`config.mk`:
```
export PLATFORM = sky130hd
export DESIGN_NAME = pixel_preprocess_pipeline_unit_flat
export DESIGN_NICKNAME = d
export VERILOG_FILES = /design/src/ppp_pkg.sv /design/src/ppp_pix_in_if.sv /design/src/ppp_pix_out_if.sv /design/src/ppp_cfg_if.sv /design/src/ppp_ctrl.sv /design/src/ppp_datapath.sv /design/src/pixel_preprocess_pipeline_unit.sv /design/src/flat_wrapper.sv
export SDC_FILE = /design/constraint.sdc
export NUM_CORES = 1
export LEC_CHECK = 0
export BUFFER_PORTS_ARGS = -buffer_cell sky130_fd_sc_hd__buf_2
export CAP_MARGIN = 15
export CORE_MARGIN = 5
export CORE_UTILIZATION = 55
export DETAILED_ROUTE_END_ITERATION = 10
export PLACE_DENSITY_LB_ADDON = 0.15
export REMOVE_ABC_BUFFERS = 1
export SLEW_MARGIN = 20
export SYNTH_ARGS = -nofsm -noshare
export SYNTH_HDL_FRONTEND = slang
export SYNTH_SLANG_ARGS = --single-unit
export TNS_END_PERCENT = 100
```
`constraint.sdc`:
```
create_clock -name i_clk -period 8.87 [get_ports i_clk]
set_clock_uncertainty 0.1 [all_clocks]
set_input_delay 0.4435 -clock i_clk [delete_from_list [all_inputs] [get_ports i_clk]]
set_output_delay 0.4435 -clock i_clk [all_outputs]
set_load 0.05 [all_outputs]
```
`src/ppp_pkg.sv`:
```
// Shared constants, codes and types of the pixel preprocess block.
`timescale 1ns / 1ps

package ppp_pkg;

    // Widths
    localparam int COORD_BITS    = 12;
    localparam int FACTOR_BITS   = 4;
    localparam int PIX_BITS      = 16;
    localparam int LUMA_BITS     = 8;
    localparam int TCTL_BITS     = 10;
    localparam int CFG_IDX_BITS  = 3;
    localparam int CFG_DATA_BITS = COORD_BITS;
    localparam int DIV_CNT_BITS  = $clog2(COORD_BITS);

    // Register indexes on the configuration port
    localparam logic [CFG_IDX_BITS-1:0] REG_FRAME_WIDTH  = CFG_IDX_BITS'(0);
    localparam logic [CFG_IDX_BITS-1:0] REG_FRAME_HEIGHT = CFG_IDX_BITS'(1);
    localparam logic [CFG_IDX_BITS-1:0] REG_ROI_LEFT     = CFG_IDX_BITS'(2);
    localparam logic [CFG_IDX_BITS-1:0] REG_ROI_TOP      = CFG_IDX_BITS'(3);
    localparam logic [CFG_IDX_BITS-1:0] REG_ROI_COLS     = CFG_IDX_BITS'(4);
    localparam logic [CFG_IDX_BITS-1:0] REG_ROI_ROWS     = CFG_IDX_BITS'(5);
    localparam logic [CFG_IDX_BITS-1:0] REG_DECIMATION   = CFG_IDX_BITS'(6);
    localparam logic [CFG_IDX_BITS-1:0] REG_THR_CTL      = CFG_IDX_BITS'(7);

    // Register reset values
    localparam logic [COORD_BITS-1:0]  RST_FRAME_WIDTH  = COORD_BITS'(320);
    localparam logic [COORD_BITS-1:0]  RST_FRAME_HEIGHT = COORD_BITS'(240);
    localparam logic [FACTOR_BITS-1:0] RST_DECIMATION   = FACTOR_BITS'(1);
    localparam logic [TCTL_BITS-1:0]   RST_THR_CTL      = TCTL_BITS'(128);

    // Threshold control fields
    localparam int TCTL_BIN_BIT = 8;
    localparam int TCTL_INV_BIT = 9;

    // Channel expansion and luma weights
    localparam int EXP5_MUL = 527;
    localparam int EXP5_ADD = 23;
    localparam int EXP6_MUL = 259;
    localparam int EXP6_ADD = 33;
    localparam int Y_WR     = 77;
    localparam int Y_WG     = 150;
    localparam int Y_WB     = 29;

    // Last step of the serial output-size divider
    localparam logic [DIV_CNT_BITS-1:0] DIV_LAST = DIV_CNT_BITS'(COORD_BITS - 1);

    typedef enum logic [5:0] {
        S_IDLE   = 6'b000001,
        S_CLAMP  = 6'b000010,
        S_SIZE   = 6'b000100,
        S_DIV    = 6'b001000,
        S_EXPAND = 6'b010000,
        S_MIX    = 6'b100000
    } t_state;

    // Commands from the controller to the datapath
    typedef struct packed {
        logic accept;     // take the offered pixel and advance the counters
        logic geom_org;   // clamp the crop origin and the factor
        logic geom_size;  // clamp the crop size and load the divider
        logic div_step;   // one restoring division step
        logic expand;     // widen the channels to 8 bits
        logic mix;        // form luma and load the output register
    } t_ctl_cmd;

    // Status from the datapath to the controller
    typedef struct packed {
        logic keep;       // offered pixel is kept
        logic out_free;   // output register can take a result this cycle
    } t_ctl_stat;

endpackage

```
`src/ppp_pix_in_if.sv`:
```
// Input pixel channel interface.
`timescale 1ns / 1ps

interface ppp_pix_in_if;
    logic                          valid;
    logic                          ready;
    logic [ppp_pkg::PIX_BITS-1:0]  pixel_rgb565;
    logic                          frame_start;

    modport source (output valid, output pixel_rgb565, output frame_start, input ready);
    modport sink   (input valid, input pixel_rgb565, input frame_start, output ready);
    modport mon    (input valid, input pixel_rgb565, input frame_start, input ready);
endinterface

```
`src/ppp_pix_out_if.sv`:
```
// Output pixel channel interface.
`timescale 1ns / 1ps

interface ppp_pix_out_if;
    logic                          valid;
    logic                          ready;
    logic [ppp_pkg::LUMA_BITS-1:0] pixel_out;
    logic                          line_end;
    logic                          frame_end;

    modport source (output valid, output pixel_out, output line_end, output frame_end,
                    input ready);
    modport sink   (input valid, input pixel_out, input line_end, input frame_end,
                    output ready);
    modport mon    (input valid, input pixel_out, input line_end, input frame_end,
                    input ready);
endinterface

```
`src/ppp_cfg_if.sv`:
```
// Configuration write channel interface.
`timescale 1ns / 1ps

interface ppp_cfg_if;
    logic                              valid;
    logic                              ready;
    logic [ppp_pkg::CFG_IDX_BITS-1:0]  index;
    logic [ppp_pkg::CFG_DATA_BITS-1:0] data;

    modport source (output valid, output index, output data, input ready);
    modport sink   (input valid, input index, input data, output ready);
    modport mon    (input valid, input index, input data, input ready);
endinterface

```
`src/ppp_ctrl.sv`:
```
// Controller state machine that sequences geometry setup and pixel processing.
`timescale 1ns / 1ps

module ppp_ctrl (
    input  logic                  i_clk,
    input  logic                  i_rst_n,
    input  logic                  i_in_valid,
    input  logic                  i_cfg_we,
    input  ppp_pkg::t_ctl_stat    i_stat,
    output logic                  o_in_ready,
    output ppp_pkg::t_ctl_cmd     o_cmd
);

    ppp_pkg::t_state                   r_state, n_state;
    logic                              r_dirty, n_dirty;
    logic [ppp_pkg::DIV_CNT_BITS-1:0]  r_div_cnt, n_div_cnt;

    // Any register write makes the derived geometry stale until it is recomputed.
    assign n_dirty    = i_cfg_we || (r_dirty && (r_state != ppp_pkg::S_IDLE));
    assign o_in_ready = (r_state == ppp_pkg::S_IDLE) && !r_dirty;

    always_comb begin
        n_state   = r_state;
        n_div_cnt = r_div_cnt;
        o_cmd     = '0;
        case (r_state)
            ppp_pkg::S_IDLE: begin
                if (r_dirty) begin
                    n_state = ppp_pkg::S_CLAMP;
                end else if (i_in_valid) begin
                    o_cmd.accept = 1'b1;
                    if (i_stat.keep) begin
                        n_state = ppp_pkg::S_EXPAND;
                    end
                end
            end
            ppp_pkg::S_CLAMP: begin
                o_cmd.geom_org = 1'b1;
                n_state        = ppp_pkg::S_SIZE;
            end
            ppp_pkg::S_SIZE: begin
                o_cmd.geom_size = 1'b1;
                n_div_cnt       = '0;
                n_state         = ppp_pkg::S_DIV;
            end
            ppp_pkg::S_DIV: begin
                o_cmd.div_step = 1'b1;
                if (r_div_cnt == ppp_pkg::DIV_LAST) begin
                    n_state = ppp_pkg::S_IDLE;
                end else begin
                    n_div_cnt = r_div_cnt + 1'b1;
                end
            end
            ppp_pkg::S_EXPAND: begin
                o_cmd.expand = 1'b1;
                n_state      = ppp_pkg::S_MIX;
            end
            ppp_pkg::S_MIX: begin
                if (i_stat.out_free) begin
                    o_cmd.mix = 1'b1;
                    n_state   = ppp_pkg::S_IDLE;
                end
            end
            default: begin
                n_state = ppp_pkg::S_IDLE;
            end
        endcase
    end

    always_ff @(posedge i_clk) begin
        if (!i_rst_n) begin
            r_state   <= ppp_pkg::S_IDLE;
            r_dirty   <= 1'b1;
            r_div_cnt <= '0;
        end else begin
            r_state   <= n_state;
            r_dirty   <= n_dirty;
            r_div_cnt <= n_div_cnt;
        end
    end

endmodule

```
`src/ppp_datapath.sv`:
```
// Datapath: registers, crop geometry, position counters, luma arithmetic, output register.
`timescale 1ns / 1ps

module ppp_datapath (
    input  logic                                i_clk,
    input  logic                                i_rst_n,
    input  ppp_pkg::t_ctl_cmd                   i_cmd,
    output ppp_pkg::t_ctl_stat                  o_stat,
    input  logic                                i_cfg_we,
    input  logic [ppp_pkg::CFG_IDX_BITS-1:0]    i_cfg_index,
    input  logic [ppp_pkg::CFG_DATA_BITS-1:0]   i_cfg_data,
    input  logic [ppp_pkg::PIX_BITS-1:0]        i_pixel_rgb565,
    input  logic                                i_frame_start,
    output logic                                o_out_valid,
    input  logic                                i_out_ready,
    output logic [ppp_pkg::LUMA_BITS-1:0]       o_pixel_out,
    output logic                                o_line_end,
    output logic                                o_frame_end
);

    localparam int CB = ppp_pkg::COORD_BITS;
    localparam int FB = ppp_pkg::FACTOR_BITS;
    localparam int LB = ppp_pkg::LUMA_BITS;

    function automatic logic [CB-1:0] sat_inc(input logic [CB-1:0] v);
        sat_inc = (v == '1) ? v : v + 1'b1;
    endfunction

    function automatic logic [FB-1:0] phase_inc(input logic [FB-1:0] ph,
                                                input logic [FB-1:0] f);
        logic [FB:0] ph1;
        ph1       = {1'b0, ph} + 1'b1;
        phase_inc = (ph1 >= {1'b0, f}) ? '0 : ph1[FB-1:0];
    endfunction

    // Configuration registers
    logic [CB-1:0]                   r_frame_width, r_frame_height;
    logic [CB-1:0]                   r_roi_left, r_roi_top, r_roi_cols, r_roi_rows;
    logic [FB-1:0]                   r_decimation;
    logic [ppp_pkg::TCTL_BITS-1:0]   r_thr_ctl;

    always_ff @(posedge i_clk) begin
        if (!i_rst_n) begin
            r_frame_width  <= ppp_pkg::RST_FRAME_WIDTH;
            r_frame_height <= ppp_pkg::RST_FRAME_HEIGHT;
            r_roi_left     <= '0;
            r_roi_top      <= '0;
            r_roi_cols     <= '0;
            r_roi_rows     <= '0;
            r_decimation   <= ppp_pkg::RST_DECIMATION;
            r_thr_ctl      <= ppp_pkg::RST_THR_CTL;
        end else if (i_cfg_we) begin
            case (i_cfg_index)
                ppp_pkg::REG_FRAME_WIDTH:  r_frame_width  <= i_cfg_data;
                ppp_pkg::REG_FRAME_HEIGHT: r_frame_height <= i_cfg_data;
                ppp_pkg::REG_ROI_LEFT:     r_roi_left     <= i_cfg_data;
                ppp_pkg::REG_ROI_TOP:      r_roi_top      <= i_cfg_data;
                ppp_pkg::REG_ROI_COLS:     r_roi_cols     <= i_cfg_data;
                ppp_pkg::REG_ROI_ROWS:     r_roi_rows     <= i_cfg_data;
                ppp_pkg::REG_DECIMATION:   r_decimation   <= i_cfg_data[FB-1:0];
                ppp_pkg::REG_THR_CTL:
                    r_thr_ctl <= i_cfg_data[ppp_pkg::TCTL_BITS-1:0];
                default: begin
                end
            endcase
        end
    end

    // Crop geometry and output size; the quotient forms in r_nw / r_nh.
    logic [CB-1:0] r_rx, r_ry, r_rw, r_rh, r_nw, r_nh;
    logic [FB-1:0] r_fac, r_rem_w, r_rem_h;
    logic [CB-1:0] w_m1, h_m1, w_left, h_left, rw_c, rh_c;
    logic          no_crop;
    logic [FB:0]   sh_w, sh_h;
    logic          qb_w, qb_h;

    assign w_m1    = r_frame_width - 1'b1;
    assign h_m1    = r_frame_height - 1'b1;
    assign w_left  = r_frame_width - r_rx;
    assign h_left  = r_frame_height - r_ry;
    assign rw_c    = (r_roi_cols < w_left) ? r_roi_cols : w_left;
    assign rh_c    = (r_roi_rows < h_left) ? r_roi_rows : h_left;
    assign no_crop = (rw_c == '0) || (rh_c == '0);

    assign sh_w = {r_rem_w, r_nw[CB-1]};
    assign sh_h = {r_rem_h, r_nh[CB-1]};
    assign qb_w = (sh_w >= {1'b0, r_fac});
    assign qb_h = (sh_h >= {1'b0, r_fac});

    always_ff @(posedge i_clk) begin
        if (i_cmd.geom_org) begin
            r_rx  <= (r_roi_left < w_m1) ? r_roi_left : w_m1;
            r_ry  <= (r_roi_top < h_m1) ? r_roi_top : h_m1;
            r_fac <= (r_decimation > FB'(1)) ? r_decimation : FB'(1);
        end else if (i_cmd.geom_size) begin
            r_rx    <= no_crop ? '0 : r_rx;
            r_ry    <= no_crop ? '0 : r_ry;
            r_rw    <= no_crop ? r_frame_width : rw_c;
            r_rh    <= no_crop ? r_frame_height : rh_c;
            r_nw    <= no_crop ? r_frame_width : rw_c;
            r_nh    <= no_crop ? r_frame_height : rh_c;
            r_rem_w <= '0;
            r_rem_h <= '0;
        end else if (i_cmd.div_step) begin
            r_rem_w <= qb_w ? FB'(sh_w - {1'b0, r_fac}) : sh_w[FB-1:0];
            r_rem_h <= qb_h ? FB'(sh_h - {1'b0, r_fac}) : sh_h[FB-1:0];
            r_nw    <= {r_nw[CB-2:0], qb_w};
            r_nh    <= {r_nh[CB-2:0], qb_h};
        end
    end

    // Position counters
    logic [CB-1:0] r_in_col, r_in_row, r_out_col, r_out_row;
    logic [FB-1:0] r_col_ph, r_row_ph;
    logic [CB-1:0] n_in_col, n_in_row, n_out_col, n_out_row;
    logic [FB-1:0] n_col_ph, n_row_ph;
    logic [CB-1:0] e_in_col, e_in_row, e_out_col, e_out_row;
    logic [FB-1:0] e_col_ph, e_row_ph;
    logic          empty, ccol, crow, keep_c, col_last, row_last, col_wrap, row_wrap;

    // A frame start clears the counters before the pixel is looked at.
    assign e_in_col  = i_frame_start ? '0 : r_in_col;
    assign e_in_row  = i_frame_start ? '0 : r_in_row;
    assign e_out_col = i_frame_start ? '0 : r_out_col;
    assign e_out_row = i_frame_start ? '0 : r_out_row;
    assign e_col_ph  = i_frame_start ? '0 : r_col_ph;
    assign e_row_ph  = i_frame_start ? '0 : r_row_ph;

    assign empty    = (r_frame_width == '0) || (r_frame_height == '0);
    assign ccol     = (e_in_col >= r_rx) && ((e_in_col - r_rx) < r_rw);
    assign crow     = (e_in_row >= r_ry) && ((e_in_row - r_ry) < r_rh);
    assign keep_c   = !empty && ccol && crow && (e_col_ph == '0) && (e_row_ph == '0)
                      && (e_out_col < r_nw) && (e_out_row < r_nh);
    assign col_last = (({1'b0, e_out_col} + 1'b1) == {1'b0, r_nw});
    assign row_last = (({1'b0, e_out_row} + 1'b1) == {1'b0, r_nh});
    assign col_wrap = (({1'b0, e_in_col} + 1'b1) >= {1'b0, r_frame_width});
    assign row_wrap = (({1'b0, e_in_row} + 1'b1) >= {1'b0, r_frame_height});

    always_comb begin
        n_in_col  = r_in_col;
        n_in_row  = r_in_row;
        n_out_col = r_out_col;
        n_out_row = r_out_row;
        n_col_ph  = r_col_ph;
        n_row_ph  = r_row_ph;
        if (i_cmd.accept) begin
            if (empty) begin
                n_in_col  = '0;
                n_in_row  = '0;
                n_out_col = '0;
                n_out_row = '0;
                n_col_ph  = '0;
                n_row_ph  = '0;
            end else begin
                n_in_row  = e_in_row;
                n_out_col = e_out_col;
                n_out_row = e_out_row;
                n_col_ph  = e_col_ph;
                n_row_ph  = e_row_ph;
                if (ccol) begin
                    if (e_col_ph == '0) begin
                        n_out_col = sat_inc(e_out_col);
                    end
                    n_col_ph = phase_inc(e_col_ph, r_fac);
                end
                if (col_wrap) begin
                    n_in_col  = '0;
                    n_col_ph  = '0;
                    n_out_col = '0;
                    if (crow) begin
                        if (e_row_ph == '0) begin
                            n_out_row = sat_inc(e_out_row);
                        end
                        n_row_ph = phase_inc(e_row_ph, r_fac);
                    end
                    if (row_wrap) begin
                        n_in_row  = '0;
                        n_out_row = '0;
                        n_row_ph  = '0;
                    end else begin
                        n_in_row = e_in_row + 1'b1;
                    end
                end else begin
                    n_in_col = e_in_col + 1'b1;
                end
            end
        end
    end

    always_ff @(posedge i_clk) begin
        if (!i_rst_n) begin
            r_in_col  <= '0;
            r_in_row  <= '0;
            r_out_col <= '0;
            r_out_row <= '0;
            r_col_ph  <= '0;
            r_row_ph  <= '0;
        end else begin
            r_in_col  <= n_in_col;
            r_in_row  <= n_in_row;
            r_out_col <= n_out_col;
            r_out_row <= n_out_row;
            r_col_ph  <= n_col_ph;
            r_row_ph  <= n_row_ph;
        end
    end

    // Pixel capture, channel expansion, luma
    logic [ppp_pkg::PIX_BITS-1:0] r_pix;
    logic                         r_le, r_fe;
    logic [LB-1:0]                r_r8, r_g8, r_b8;
    logic [15:0]                  exp_r, exp_g, exp_b, mix_sum;
    logic [LB-1:0]                luma, res;
    logic                         pass;

    assign exp_r = 16'(r_pix[15:11]) * 16'(ppp_pkg::EXP5_MUL) + 16'(ppp_pkg::EXP5_ADD);
    assign exp_g = 16'(r_pix[10:5]) * 16'(ppp_pkg::EXP6_MUL) + 16'(ppp_pkg::EXP6_ADD);
    assign exp_b = 16'(r_pix[4:0]) * 16'(ppp_pkg::EXP5_MUL) + 16'(ppp_pkg::EXP5_ADD);

    assign mix_sum = 16'(r_r8) * 16'(ppp_pkg::Y_WR) + 16'(r_g8) * 16'(ppp_pkg::Y_WG)
                   + 16'(r_b8) * 16'(ppp_pkg::Y_WB);
    assign luma    = mix_sum[15:8];
    assign pass    = (luma >= r_thr_ctl[LB-1:0]) ^ r_thr_ctl[ppp_pkg::TCTL_INV_BIT];
    assign res     = r_thr_ctl[ppp_pkg::TCTL_BIN_BIT] ? (pass ? '1 : '0) : luma;

    always_ff @(posedge i_clk) begin
        if (i_cmd.accept) begin
            r_pix <= i_pixel_rgb565;
            r_le  <= col_last;
            r_fe  <= col_last && row_last;
        end
        if (i_cmd.expand) begin
            r_r8 <= exp_r[13:6];
            r_g8 <= exp_g[13:6];
            r_b8 <= exp_b[13:6];
        end
    end

    // Output register
    logic r_out_valid;
    logic [LB-1:0] r_out_pix;
    logic r_out_le, r_out_fe;

    always_ff @(posedge i_clk) begin
        if (!i_rst_n) begin
            r_out_valid <= 1'b0;
        end else if (i_cmd.mix) begin
            r_out_valid <= 1'b1;
        end else if (i_out_ready) begin
            r_out_valid <= 1'b0;
        end
    end

    always_ff @(posedge i_clk) begin
        if (i_cmd.mix) begin
            r_out_pix <= res;
            r_out_le  <= r_le;
            r_out_fe  <= r_fe;
        end
    end

    assign o_out_valid     = r_out_valid;
    assign o_pixel_out     = r_out_pix;
    assign o_line_end      = r_out_le;
    assign o_frame_end     = r_out_fe;
    assign o_stat.keep     = keep_c;
    assign o_stat.out_free = !r_out_valid || i_out_ready;

endmodule

```
`src/pixel_preprocess_pipeline_unit.sv`:
```
// Top level of the RGB565 grayscale, crop, decimate and threshold pixel preprocessor.
`timescale 1ns / 1ps

// Raster-order RGB565 pixels arrive on i_pix; each one is either dropped or
// turned into one 8-bit luma (or binarized 0/255) result on o_pix, marked
// with line and frame ends of the cropped and decimated output frame.
// A dropped pixel is only transferred and counted; a kept pixel passes
// through transfer and position update, channel expansion, and luma mix and
// threshold, which waits while the output register holds a result that
// o_pix.ready has not taken. The next pixel is taken while a finished
// result still waits in the output register. After reset and after every
// configuration write the block derives the clamped crop window and the
// output frame size with a one-bit-per-cycle divider; i_pix.ready stays low
// meanwhile. Configuration transfers are always taken and must arrive only
// while no pixel is in flight.

module pixel_preprocess_pipeline_unit (
    input  logic         i_clk,
    input  logic         i_rst_n,
    ppp_pix_in_if.sink   i_pix,
    ppp_pix_out_if.source o_pix,
    ppp_cfg_if.sink      i_cfg
);

    ppp_pkg::t_ctl_cmd  cmd;
    ppp_pkg::t_ctl_stat stat;
    logic               cfg_we;

    // Register writes are taken at once.
    assign i_cfg.ready = 1'b1;
    assign cfg_we      = i_cfg.valid;

    // The controller sequences geometry setup and the stages of a kept pixel.
    ppp_ctrl u_ctrl (
        .i_clk      (i_clk),
        .i_rst_n    (i_rst_n),
        .i_in_valid (i_pix.valid),
        .i_cfg_we   (cfg_we),
        .i_stat     (stat),
        .o_in_ready (i_pix.ready),
        .o_cmd      (cmd)
    );

    // The datapath holds the registers, counters, arithmetic and output register.
    ppp_datapath u_dp (
        .i_clk          (i_clk),
        .i_rst_n        (i_rst_n),
        .i_cmd          (cmd),
        .o_stat         (stat),
        .i_cfg_we       (cfg_we),
        .i_cfg_index    (i_cfg.index),
        .i_cfg_data     (i_cfg.data),
        .i_pixel_rgb565 (i_pix.pixel_rgb565),
        .i_frame_start  (i_pix.frame_start),
        .o_out_valid    (o_pix.valid),
        .i_out_ready    (o_pix.ready),
        .o_pixel_out    (o_pix.pixel_out),
        .o_line_end     (o_pix.line_end),
        .o_frame_end    (o_pix.frame_end)
    );

endmodule

```
`src/flat_wrapper.sv`:
```
// flat-port wrapper written by rule: the top's interface ports become plain ports
module pixel_preprocess_pipeline_unit_flat 
  (i_clk, i_rst_n, i_pix_valid, i_pix_pixel_rgb565, i_pix_frame_start, i_pix_ready, o_pix_valid, o_pix_pixel_out, o_pix_line_end, o_pix_frame_end, o_pix_ready, i_cfg_valid, i_cfg_index, i_cfg_data, i_cfg_ready);
  ppp_pix_in_if i_pix_i ();
  ppp_pix_out_if o_pix_i ();
  ppp_cfg_if i_cfg_i ();
  input  logic i_clk;
  input  logic i_rst_n;
  input wire logic [$bits(i_pix_i.valid)-1:0] i_pix_valid;
  input wire logic [$bits(i_pix_i.pixel_rgb565)-1:0] i_pix_pixel_rgb565;
  input wire logic [$bits(i_pix_i.frame_start)-1:0] i_pix_frame_start;
  output wire logic [$bits(i_pix_i.ready)-1:0] i_pix_ready;
  output wire logic [$bits(o_pix_i.valid)-1:0] o_pix_valid;
  output wire logic [$bits(o_pix_i.pixel_out)-1:0] o_pix_pixel_out;
  output wire logic [$bits(o_pix_i.line_end)-1:0] o_pix_line_end;
  output wire logic [$bits(o_pix_i.frame_end)-1:0] o_pix_frame_end;
  input wire logic [$bits(o_pix_i.ready)-1:0] o_pix_ready;
  input wire logic [$bits(i_cfg_i.valid)-1:0] i_cfg_valid;
  input wire logic [$bits(i_cfg_i.index)-1:0] i_cfg_index;
  input wire logic [$bits(i_cfg_i.data)-1:0] i_cfg_data;
  output wire logic [$bits(i_cfg_i.ready)-1:0] i_cfg_ready;
  assign i_pix_i.valid = i_pix_valid;
  assign i_pix_i.pixel_rgb565 = i_pix_pixel_rgb565;
  assign i_pix_i.frame_start = i_pix_frame_start;
  assign i_pix_ready = i_pix_i.ready;
  assign o_pix_valid = o_pix_i.valid;
  assign o_pix_pixel_out = o_pix_i.pixel_out;
  assign o_pix_line_end = o_pix_i.line_end;
  assign o_pix_frame_end = o_pix_i.frame_end;
  assign o_pix_i.ready = o_pix_ready;
  assign i_cfg_i.valid = i_cfg_valid;
  assign i_cfg_i.index = i_cfg_index;
  assign i_cfg_i.data = i_cfg_data;
  assign i_cfg_ready = i_cfg_i.ready;
  pixel_preprocess_pipeline_unit u_core (.i_clk(i_clk), .i_rst_n(i_rst_n), .i_pix(i_pix_i), .o_pix(o_pix_i), .i_cfg(i_cfg_i));
endmodule
```
# Yosys cells after proc, flatten, opt, wreduce, memory -nomap -nowiden
# Index checks and enable logic that the tools add are counted.
# Widths: inputs -> output; s select.
[word_totals]
inputBits = 37
reg_bits = 290
elab_cells = 223
out_inout_bits = 13
[op_classes]
reduce_logical = 43
multipliers = 6
bitwise = 2
eq_ne = 24
mux = 70
order_cmp = 18
add_sub_neg = 24
[op_table]
columns = ["cell", "count"]
rows = [
  ["$mux 12", 34],
  ["$lt 12x12->1", 8],
  ["$mux 4", 16],
  ["$add 12x1->13 const B", 4],
  ["$add 12x1->12 const B", 4],
  ["$logic_not 12->1", 4],
  ["$sub 12x12->12", 4],
  ["$pmux 6 s6", 1],
  ["$mul 8x7->15 const B", 2],
  ["$mux 6", 5],
  ["$add 14x5->14 const B", 2],
  ["$mul 5x10->14 const B", 2],
  ["$eq 13x12->1", 2],
  ["$ge 13x12->1", 2],
  ["$eq 12x12->1 const B", 2],
  ["$ge 12x12->1", 2],
  ["$reduce_and 2->1", 12],
  ["$sub 12x1->12 const B", 2],
  ["$ge 5x4->1", 4],
  ["$add 15x16->16", 1],
  ["$add 16x13->16", 1],
  ["$mux 8", 2],
  ["$add 14x6->14 const B", 1],
  ["$mul 6x9->14 const B", 1],
  ["other kinds (31)", 69],
]

# Depth between registers and ports, before layout
# Gate-level depths: netlist of run 1.
[logic_depth]
ltp_word = 14
mapped_depth = 33
depth_no_buf = 33

# Cells and area by module
# Synthesis of run 1 repeated with hierarchy kept, for this count alone.
[hier_totals]
cells_unflattened = 2725
area_unflattened_um2 = 24245.8
[modules_own_cells]
columns = ["mod", "instances", "area_per_inst_um2", "cells_each"]
rows = [
  ["ppp_datapath", 1, 23607.6, 2649],
  ["ppp_ctrl", 1, 626.9, 74],
  ["pixel_preprocess_pipeline_unit", 1, 11.3, 2],
]

# Worst setup path before layout of run 1
# No wires, ideal clock.
[synth_path]
path_type = "flip-flop to flip-flop"
from = "register u_core.u_dp.r_g8[4]"
to = "register u_core.u_dp.r_out_pix[0] (netlist: u_core.u_dp.o_pixel_out[0]) (data pin)"
n_path_buf = 0
synth_period_minus_slack_ns = 7.778
required_time_ns = 8.491
path_stages_with_launch = 30
setup_time_ns = 0.279
path_slack_ns = 1.092
arrival_ns = 7.399
path_cell_list = "edfxtp_1 -> ha_1 -> ha_1 -> inv_1 -> fa_1 -> fa_1 -> inv_1 -> ha_1 -> xor2_1 -> fa_1 -> fa_1 -> inv_1 -> fa_1 -> fa_1 -> inv_1 -> ha_1 -> nor3_1 -> nand3_1 -> a31oi_1 -> o21ai_0 -> or2_2 -> a21oi_1 -> xor2_1 -> inv_1 -> ha_1 -> or2_2 -> a21oi_1 -> nor3_1 -> o21ai_1 -> o21ai_0"
[synth_between]
elab_chain_cells = 7
[synth_lines]
columns = ["element", "line", "text"]
rows = [
  ["from (decl)", "ppp_datapath.sv:211", "logic [LB-1:0] r_r8, r_g8, r_b8;"],
  ["from (signal assigned)", "ppp_datapath.sv:234", "r_g8 <= exp_g[13:6];"],
  ["$mul 8x7->15 *", "ppp_datapath.sv:220", "assign mix_sum = 16'(r_r8) * 16'(ppp_pkg::Y_WR) + 16'(r_g8) * 16'(ppp_pkg::Y_WG)"],
  ["$add 15x16->16 *", "ppp_datapath.sv:220", ""],
  ["$add 16x13->16 *", "ppp_datapath.sv:221", "+ 16'(r_b8) * 16'(ppp_pkg::Y_WB);"],
  ["$ge 8x8->1", "ppp_datapath.sv:223", "assign pass = (luma >= r_thr_ctl[LB-1:0]) ^ r_thr_ctl[ppp_pkg::TCTL_INV_BIT];"],
  ["$xor 1x1->1", "ppp_datapath.sv:223", ""],
  ["$mux 8", "ppp_datapath.sv:224", "assign res = r_thr_ctl[ppp_pkg::TCTL_BIN_BIT] ? (pass ? '1 : '0) : luma;"],
  ["$mux 8 *", "ppp_datapath.sv:224", ""],
  ["via u_core.u_dp.res[0]", "ppp_datapath.sv:213", "logic [LB-1:0] luma, res;"],
  ["to (signal assigned)", "ppp_datapath.sv:256", "r_out_pix <= res;"],
  ["to (decl)", "ppp_datapath.sv:241", "logic [LB-1:0] r_out_pix;"],
]
# Mark *: on every way through the listed nets, which the timed path passes. The rest lies on a longest branch.
# A chain may end at the register's enable or synchronous reset.

# Worst setup path after layout of run 1
[layout_path]
from = "register u_core.u_dp.r_g8[4]"
to = "register u_core.u_dp.r_out_pix[7] (netlist: u_core.u_dp.o_pixel_out[7]) (data pin)"
# Same word-level chain as after synthesis.

==> results of run 1 <==
-- worst min-delay path by stage --
stage / slack [ns] / startpoint / to
after CTS: 0.1 / i_cfg_data[11] / u_core.u_dp.r_frame_width[11]
final: 0.11 / i_cfg_data[11] / u_core.u_dp.r_frame_width[11]
after global routing: 0.12 / i_cfg_data[11] / u_core.u_dp.r_roi_left[11]
after detailed placement: 0.32 / u_core.u_dp.r_fe / u_core.u_dp.o_frame_end
after floorplan: 0.30 / u_core.u_dp.r_fe / u_core.u_dp.o_frame_end
after global placement: 0.31 / u_core.u_dp.r_fe / u_core.u_dp.o_frame_end
-- metrics by stage --
stage | setup WS [ns] | utilization, % | instances | power [mW]
floorplan | 1.09 | - | 2598 | 2.80
global placement | 0.458 | 57.4 | 3247 | 3.16
detailed placement | 0.316 | 57.4 | 3247 | 3.24
CTS | 0.303 | 60.3 | 3326 | 4.66
global route | 0.0296 | 60.3 | 3326 | 4.94
finish | 0.429 | 60.3 | 3326 | 4.63
-- layout by cell type (no fill, tap or decap), types with 63 or more instances in the layout --
cell / instances
dfxtp_1: 154
edfxtp_1: 136
a21oi_1: 194
nand2_1: 283
ha_1: 333
o21ai_0: 94
fa_1: 78
nor2_1: 179
xnor2_1: 109
inv_1: 309
nand3_1: 63
nor2b_1: 67
-- repair_timing --
item	in CTS	in global routing
hold buffers	16	0
gates resized for setup	0	1
setup endpoints to repair	0	8
hold endpoints to repair	16	0
-- tightest hold or removal path, delay by kind of cell --
kind	cells	cell delay (ns)
AOI/OAI and AO/OA	1	0.05
buffers and inverters	1	0.15
and+or+nand+nor	1	0.07
-- power by group --
part,internal (mW),switching [mW]
clock,0.825,0.577
sequential,1.50,0.0433
combinational,0.704,0.984
-- routing by layer --
| layer | wire (µm) | track usage, % | vias up |
|---|---|---|---|
| li1 | - | - | 9375 |
| met3 | 2980 | 3.71 | 155 |
| met1 | 25800 | 31.6 | 9267 |
| met5 | 0 | 0 | - |
| met4 | 2900 | 12.1 | 0 |
| met2 | 30400 | 45.6 | 465 |
-- cell type report --
| cell class | instances | share of cell area [%] |
|---|---|---|
| multi-input combinational | 1995 | 58.8 |
| sequential | 290 | 27.6 |
| inverter | 313 | 4.55 |
| clock buffer | 55 | 4.10 |
| tap | 585 | 2.82 |
| timing repair buffer | 80 | 2.00 |
| clock inverter | 8 | 0.164 |
-- kinds of logic after synthesis --
logic type | count (synthesis) | share of synthesized area [%]
flops | 290 | 29.9
fa+ha+maj | 411 | 23.9
mux | 50 | 2.26
compound gates | 570 | 15.6
xor+xnor | 153 | 5.59
buf+inv | 397 | 6.41
other cells | 1 | 0.0157
simple gates | 810 | 16.3
==> results.toml, run 1 <==
[status]
status = "complete, no violations"

[worst_setup_path]
max_stage_delay_ns = 0.55
worstPathRequired_ns = 9.04
crit_arrival_ns = 8.61
cp_top_family = "adder cells"
end_kind = "flop"
crit_end = "u_core.u_dp.o_pixel_out[7]"
ff2ff_path_depth = 29
cp_common_cell = "fa_1"
worstSetupStartpoint = "u_core.u_dp.r_g8[4]"
timing_worst_setup_path_type = "reg2reg"
cp.depth = 29
r2r_setup_slack_ns = 0.43
reg2reg_from = "u_core.u_dp.r_g8[4]"
path_buf_inv = 5
worstPathMaxFanout = 8
r2r_end = "u_core.u_dp.o_pixel_out[7]"
startpoint_type = "flop"
crit_slowest_cell = "fa_1"

[placed_design]
placed_cell_area_um2 = 24700
place.detailed.hpwl_mm = 47.8
gp_congestion = 0.914
port_buffers = 48

[floorplanning]
pin_count = 50
rows = 76
core_um2 = 43100
die_x_um = 219
die_y_um = 219
fp.dieArea_um2 = 47800
start_util_pct = 55.6

[clock_tree]
htree_levels = 2
insertion_delay_ns = 0.56
numCtsBuffers = 35
clk_path_buf_depth = 3
cts_tree = "built"
clkTransAtPathRegs_ns = 0.06
root_buffer = "clkbuf_16"
cts_setup_buffers = 0
clock-sinks = 290

[flow_run]
maxCapViolations = 0

[routing]
wl_per_cell_um = 18.7
routed_wl_mm = 62.2
ant_nets = 0
avgViaCountPerCell = 5.79
vias = 19262
dr.pass1.iters = 5
first_iter_violations = 1352
drc_errors = 0

[synthesis]
netlist_area_um2 = 24000
avgSynthCellArea_um2 = 8.93
yosysMostFrequentCell = "ha_1"
synth_edf_count = 136
postSynthCellCount = 2682
ys_seq_area_share_pct = 29.9
synth_top_cells_by_area = "ha_1 (17%), edfxtp_1 (17%), dfxtp_1 (13%)"
synth_warnings = 0
ys.flop_type = "dfxtp_1"
netlist-cell-type-count = 94
ys_seq_elements = 290
synth_top_area_share_pct = 17.4
yosys-top-cells-count = "ha_1 (333), inv_1 (310), nand2_1 (283), a21oi_1 (194), nor2_1 (180)"
yosys.area.top_type = "ha_1"
async_flop_share_pct = 0

[final_layout]
drive_above_1_share_pct = 6.90
regMostFlops = "u_core.u_dp.r_pix"
area.sequential_um2 = 7170
nNetsFinal = 3163
num_antenna_cells = 0
largest_reg_flops = 16
area_growth_pct = 8.49
multiInputGateArea_um2 = 15300
nFillCells = 3787
design_area_um2 = 26000

[global_route]
grt_overflow = 0
grt_max_degree = 65
grt_antenna_before_repair = 0
grt_pass1_vias = 19184
grt_pass1_wl_mm = 99.5
grt_usage_pct = 26.0

[power]
vdd_drop_max_mv = 0.128
leakagePower_nw = 11.6
powerDensity_nw_per_um2 = 178

[sta]
whs_ns = 0.112
max_slew.worst_pin.slew_ns = 1.02
fmax_ghz = 0.118
fin_crit_sh_pct = 95.2
maxSlewViolCount = 0
fin_crit_ns = 8.44
rsz0062_at_grt = "false"
hold_violations = 0
max-slew-margin-rel_pct = 32.1
tns_ns = 0
setup_viol_count_final = 0

[hold_path]
hold_class = "in2reg"
whs_path_depth = 3
Power figures use the tool's default switching activity.
==> run 2, diff against run 1 <==
--- a/config.mk
+++ b/config.mk
@@ -15,5 +15,6 @@
 export SLEW_MARGIN = 20
 export SYNTH_ARGS = -nofsm -noshare
 export SYNTH_HDL_FRONTEND = slang
+export SYNTH_HIERARCHICAL = 1
 export SYNTH_SLANG_ARGS = --single-unit
 export TNS_END_PERCENT = 100
==> constraint.sdc (replaced) <==
create_clock -name i_clk -period 8.87 [get_ports i_clk]
set_clock_uncertainty 0.1 [all_clocks]
set_input_delay 1.774 -clock i_clk [delete_from_list [all_inputs] [get_ports i_clk]]
set_output_delay 1.774 -clock i_clk [all_outputs]
set_load 0.05 [all_outputs]
==> run 2 against run 1 <==
Against the previous run: final cell count rose by 0.90%; synthesized cell count increased by 1.6%; power decreased by 25%; die area grew 1.2%; maximum frequency decreased by 0.13%; sequential power decreased by 5%; non-clock buffer count is 13 lower; core utilization decreased by 0.86 points; highest routed layer unchanged; clock-buffer cell count decreased by 9; register-to-register slack hardly changed; flip-flop and latch count did not move.
==> results.toml, run 2 <==
[placed_design]
gp_congestion = 0.921
port_buffers = 48
place.detailed.hpwl_mm = 50.3
dp.cells = 3290

[final_layout]
final_common_cell = "ha_1"
num_antenna_cells = 0
nNetsFinal = 3184
drive_above_1_share_pct = 7.60
nFillCells = 3912
final_cell_mix = "ha_1 (333), nand2_1 (308), inv_1 (301), a21oi_1 (182), nor2_1 (169)"
area_growth_pct = 7.75
regMostFlops = "u_core/u_dp/r_pix"
final_cells = 3356
largest_reg_flops = 16

[synthesis]
ys_seq_area_share_pct = 29.6
synth_warnings = 6
synth_top_area_share_pct = 17.2
async_flop_share_pct = 0
ys.flop_type = "dfxtp_1"
yosys-top-cells-count = "ha_1 (333), nand2_1 (308), inv_1 (303), a21oi_1 (182), nor2_1 (175)"
yosys.area.top_type = "ha_1"
yosysMostFrequentCell = "ha_1"
ys_seq_elements = 290
netlist_area_um2 = 24200
postSynthCellCount = 2725
netlist-cell-type-count = 96
synth_edf_count = 136
synth_top_cells_by_area = "ha_1 (17%), edfxtp_1 (17%), dfxtp_1 (13%)"
avgSynthCellArea_um2 = 8.90

[clock_tree]
hold_buffers = 0
clkTransAtPathRegs_ns = 0.06
cts_setup_buffers = 0
root_buffer = "clkbuf_16"
numCtsBuffers = 36
clock-sinks = 290
insertion_delay_ns = 0.57
htree_levels = 2
clk_path_buf_depth = 3
cts-resized-gates = 0
cts_tree = "built"

[floorplanning]
start_util_pct = 55.2
die_y_um = 220
core_um2 = 43900
rows = 77
pin_count = 50
fp.dieArea_um2 = 48400
die_x_um = 220

[power]
switchingPower_mw = 1.01
powerDensity_nw_per_um2 = 134
seqPwrFrac_pct = 42.1
leakagePower_nw = 11.4
p_clk_share_pct = 41.1
swShare_pct = 29.0
vdd_drop_max_mv = 0.144
combPwrFrac_pct = 16.7
p_int_mw = 2.48

[worst_setup_path]
worstPathRequired_ns = 9.04
crit_end = "u_core/u_dp/o_pixel_out[7]"
timing_worst_setup_path_type = "reg2reg"
reg2reg_from = "u_core/u_dp/r_g8[4]"
ff2ff_path_depth = 27
r2r_end = "u_core/u_dp/o_pixel_out[7]"
crit_arrival_ns = 8.62
worstPathMaxFanout = 8
startpoint_type = "flop"
worstSetupStartpoint = "u_core/u_dp/r_g8[4]"
end_kind = "flop"
r2r_setup_slack_ns = 0.42

[sta]
setup_viol_count_final = 0
fin_crit_sh_pct = 95.3
max_slew.worst_pin.slew_ns = 1.08
hold_violations = 0
fmax_ghz = 0.118
maxSlewViolCount = 0
max-slew-margin-rel_pct = 27.8
fin_crit_ns = 8.45
whs_ns = 0.353

[routing]
routed_wl_mm = 64.9
first_iter_violations = 1442
vias = 19317
wl_per_cell_um = 19.3
dr.pass1.iters = 5
drc_errors = 0
avgViaCountPerCell = 5.76
ant_nets = 0

[global_route]
grt_overflow = 0
grt_antenna_before_repair = 0
grt_usage_pct = 26.8
grt_max_degree = 86
grt_pass1_vias = 19043
grt_pass1_wl_mm = 103

[flow_run]
maxCapViolations = 0

[hold_path]
hold_class = "reg2reg"
hold_start = "u_core/u_dp/r_fe"
whs_path_depth = 0

[status]
status = "complete, no violations"
run 2: per-stage QoR:
step | cell area, µm² | util (%) | worst slack, ns | power, mW | setup TNS [ns]
3_5_place_dp | 25000 | 56.8 | 0.307 | 2.08 | 0
4_1_cts | 26100 | 59.4 | 0.229 | 3.53 | 0
6_report | 26100 | 59.5 | 0.418 | 3.49 | 0
5_1_grt | 26100 | 59.5 | -0.00434 | 3.65 | -0.00434
2_1_floorplan | 23800 | - | 1.02 | 1.89 | 0
3_3_place_gp | 25000 | 56.8 | 0.402 | 2.06 | 0
run 2: routing by layer:
| metal | global-route usage (%) | wire length (µm) | up-vias |
|---|---|---|---|
| li1 | - | - | 9507 |
| met1 | 35.8 | 28800 | 9228 |
| met2 | 45.5 | 30900 | 467 |
| met3 | 3.06 | 3080 | 115 |
| met4 | 9.07 | 2070 | 0 |
| met5 | 0 | 0 | - |
run 2: final cells by class:
type                            instances  area (µm²)  share of cell area (%)
Sequential cell                       290        7170                    27.4
Multi-Input combinational cell       2036       15500                    59.5
Inverter                              305        1150                    4.39
Clock buffer                           46        1000                    3.84
Timing Repair Buffer                   67         377                    1.44
Clock inverter                         20         150                   0.575
Tap cell                              592         741                    2.84
run 2: cells by family (layout without fill, tap and decap cells):
kind of cell    count (synthesis)  after routing  synth area share, %
compound gates                566            566                 15.7
mux                            30             30                 1.28
simple gates                  869            869                 17.6
flops                         290            290                 29.6
xor+xnor                      159            159                 5.77
buf+inv                       399            438                 6.44
other cells                     1              1               0.0155
fa+ha+maj                     411            411                 23.6
run 2: worst min-delay path by stage:
stage | end | slack (ns)
floorplan | u_core/u_dp/o_frame_end | 0.30
global placement | u_core/u_dp/o_frame_end | 0.33
detailed placement | u_core/u_dp/o_line_end | 0.34
CTS | u_core/u_dp/o_line_end | 0.35
global route | u_core/u_dp/o_line_end | 0.36
finish | u_core/u_dp/o_frame_end | 0.35
run 2: power by group through the flow:
| stage | clock network [mW] | registers [mW] | logic [mW] |
|---|---|---|---|
| after CTS | 1.48 | 1.47 | 0.582 |
| after floorplan | 0 | 1.49 | 0.398 |
| final | 1.44 | 1.47 | 0.584 |
| after detailed placement | 0 | 1.50 | 0.578 |
| after global routing | 1.53 | 1.47 | 0.652 |
| after global placement | 0 | 1.50 | 0.558 |
run 2: worst max-delay path, cell delays in order (launching register included):
cell and delay, ns:
edfxtp_1 0.46, ha_1 0.33, ha_1 0.27, inv_1 0.05
fa_1 0.50, fa_1 0.51, inv_1 0.04, ha_1 0.33
xnor2_1 0.21, fa_1 0.46, fa_1 0.51, inv_1 0.05
fa_1 0.46, fa_1 0.55, inv_1 0.04, ha_1 0.35
and4_1 0.22, a21oi_1 0.30, a311oi_1 0.21, o311a_1 0.36
or2_2 0.29, xnor2_1 0.19, inv_1 0.08, ha_1 0.20
a2111oi_1 0.48, nor3_1 0.13, o21ai_2 0.32, o21ai_0 0.15
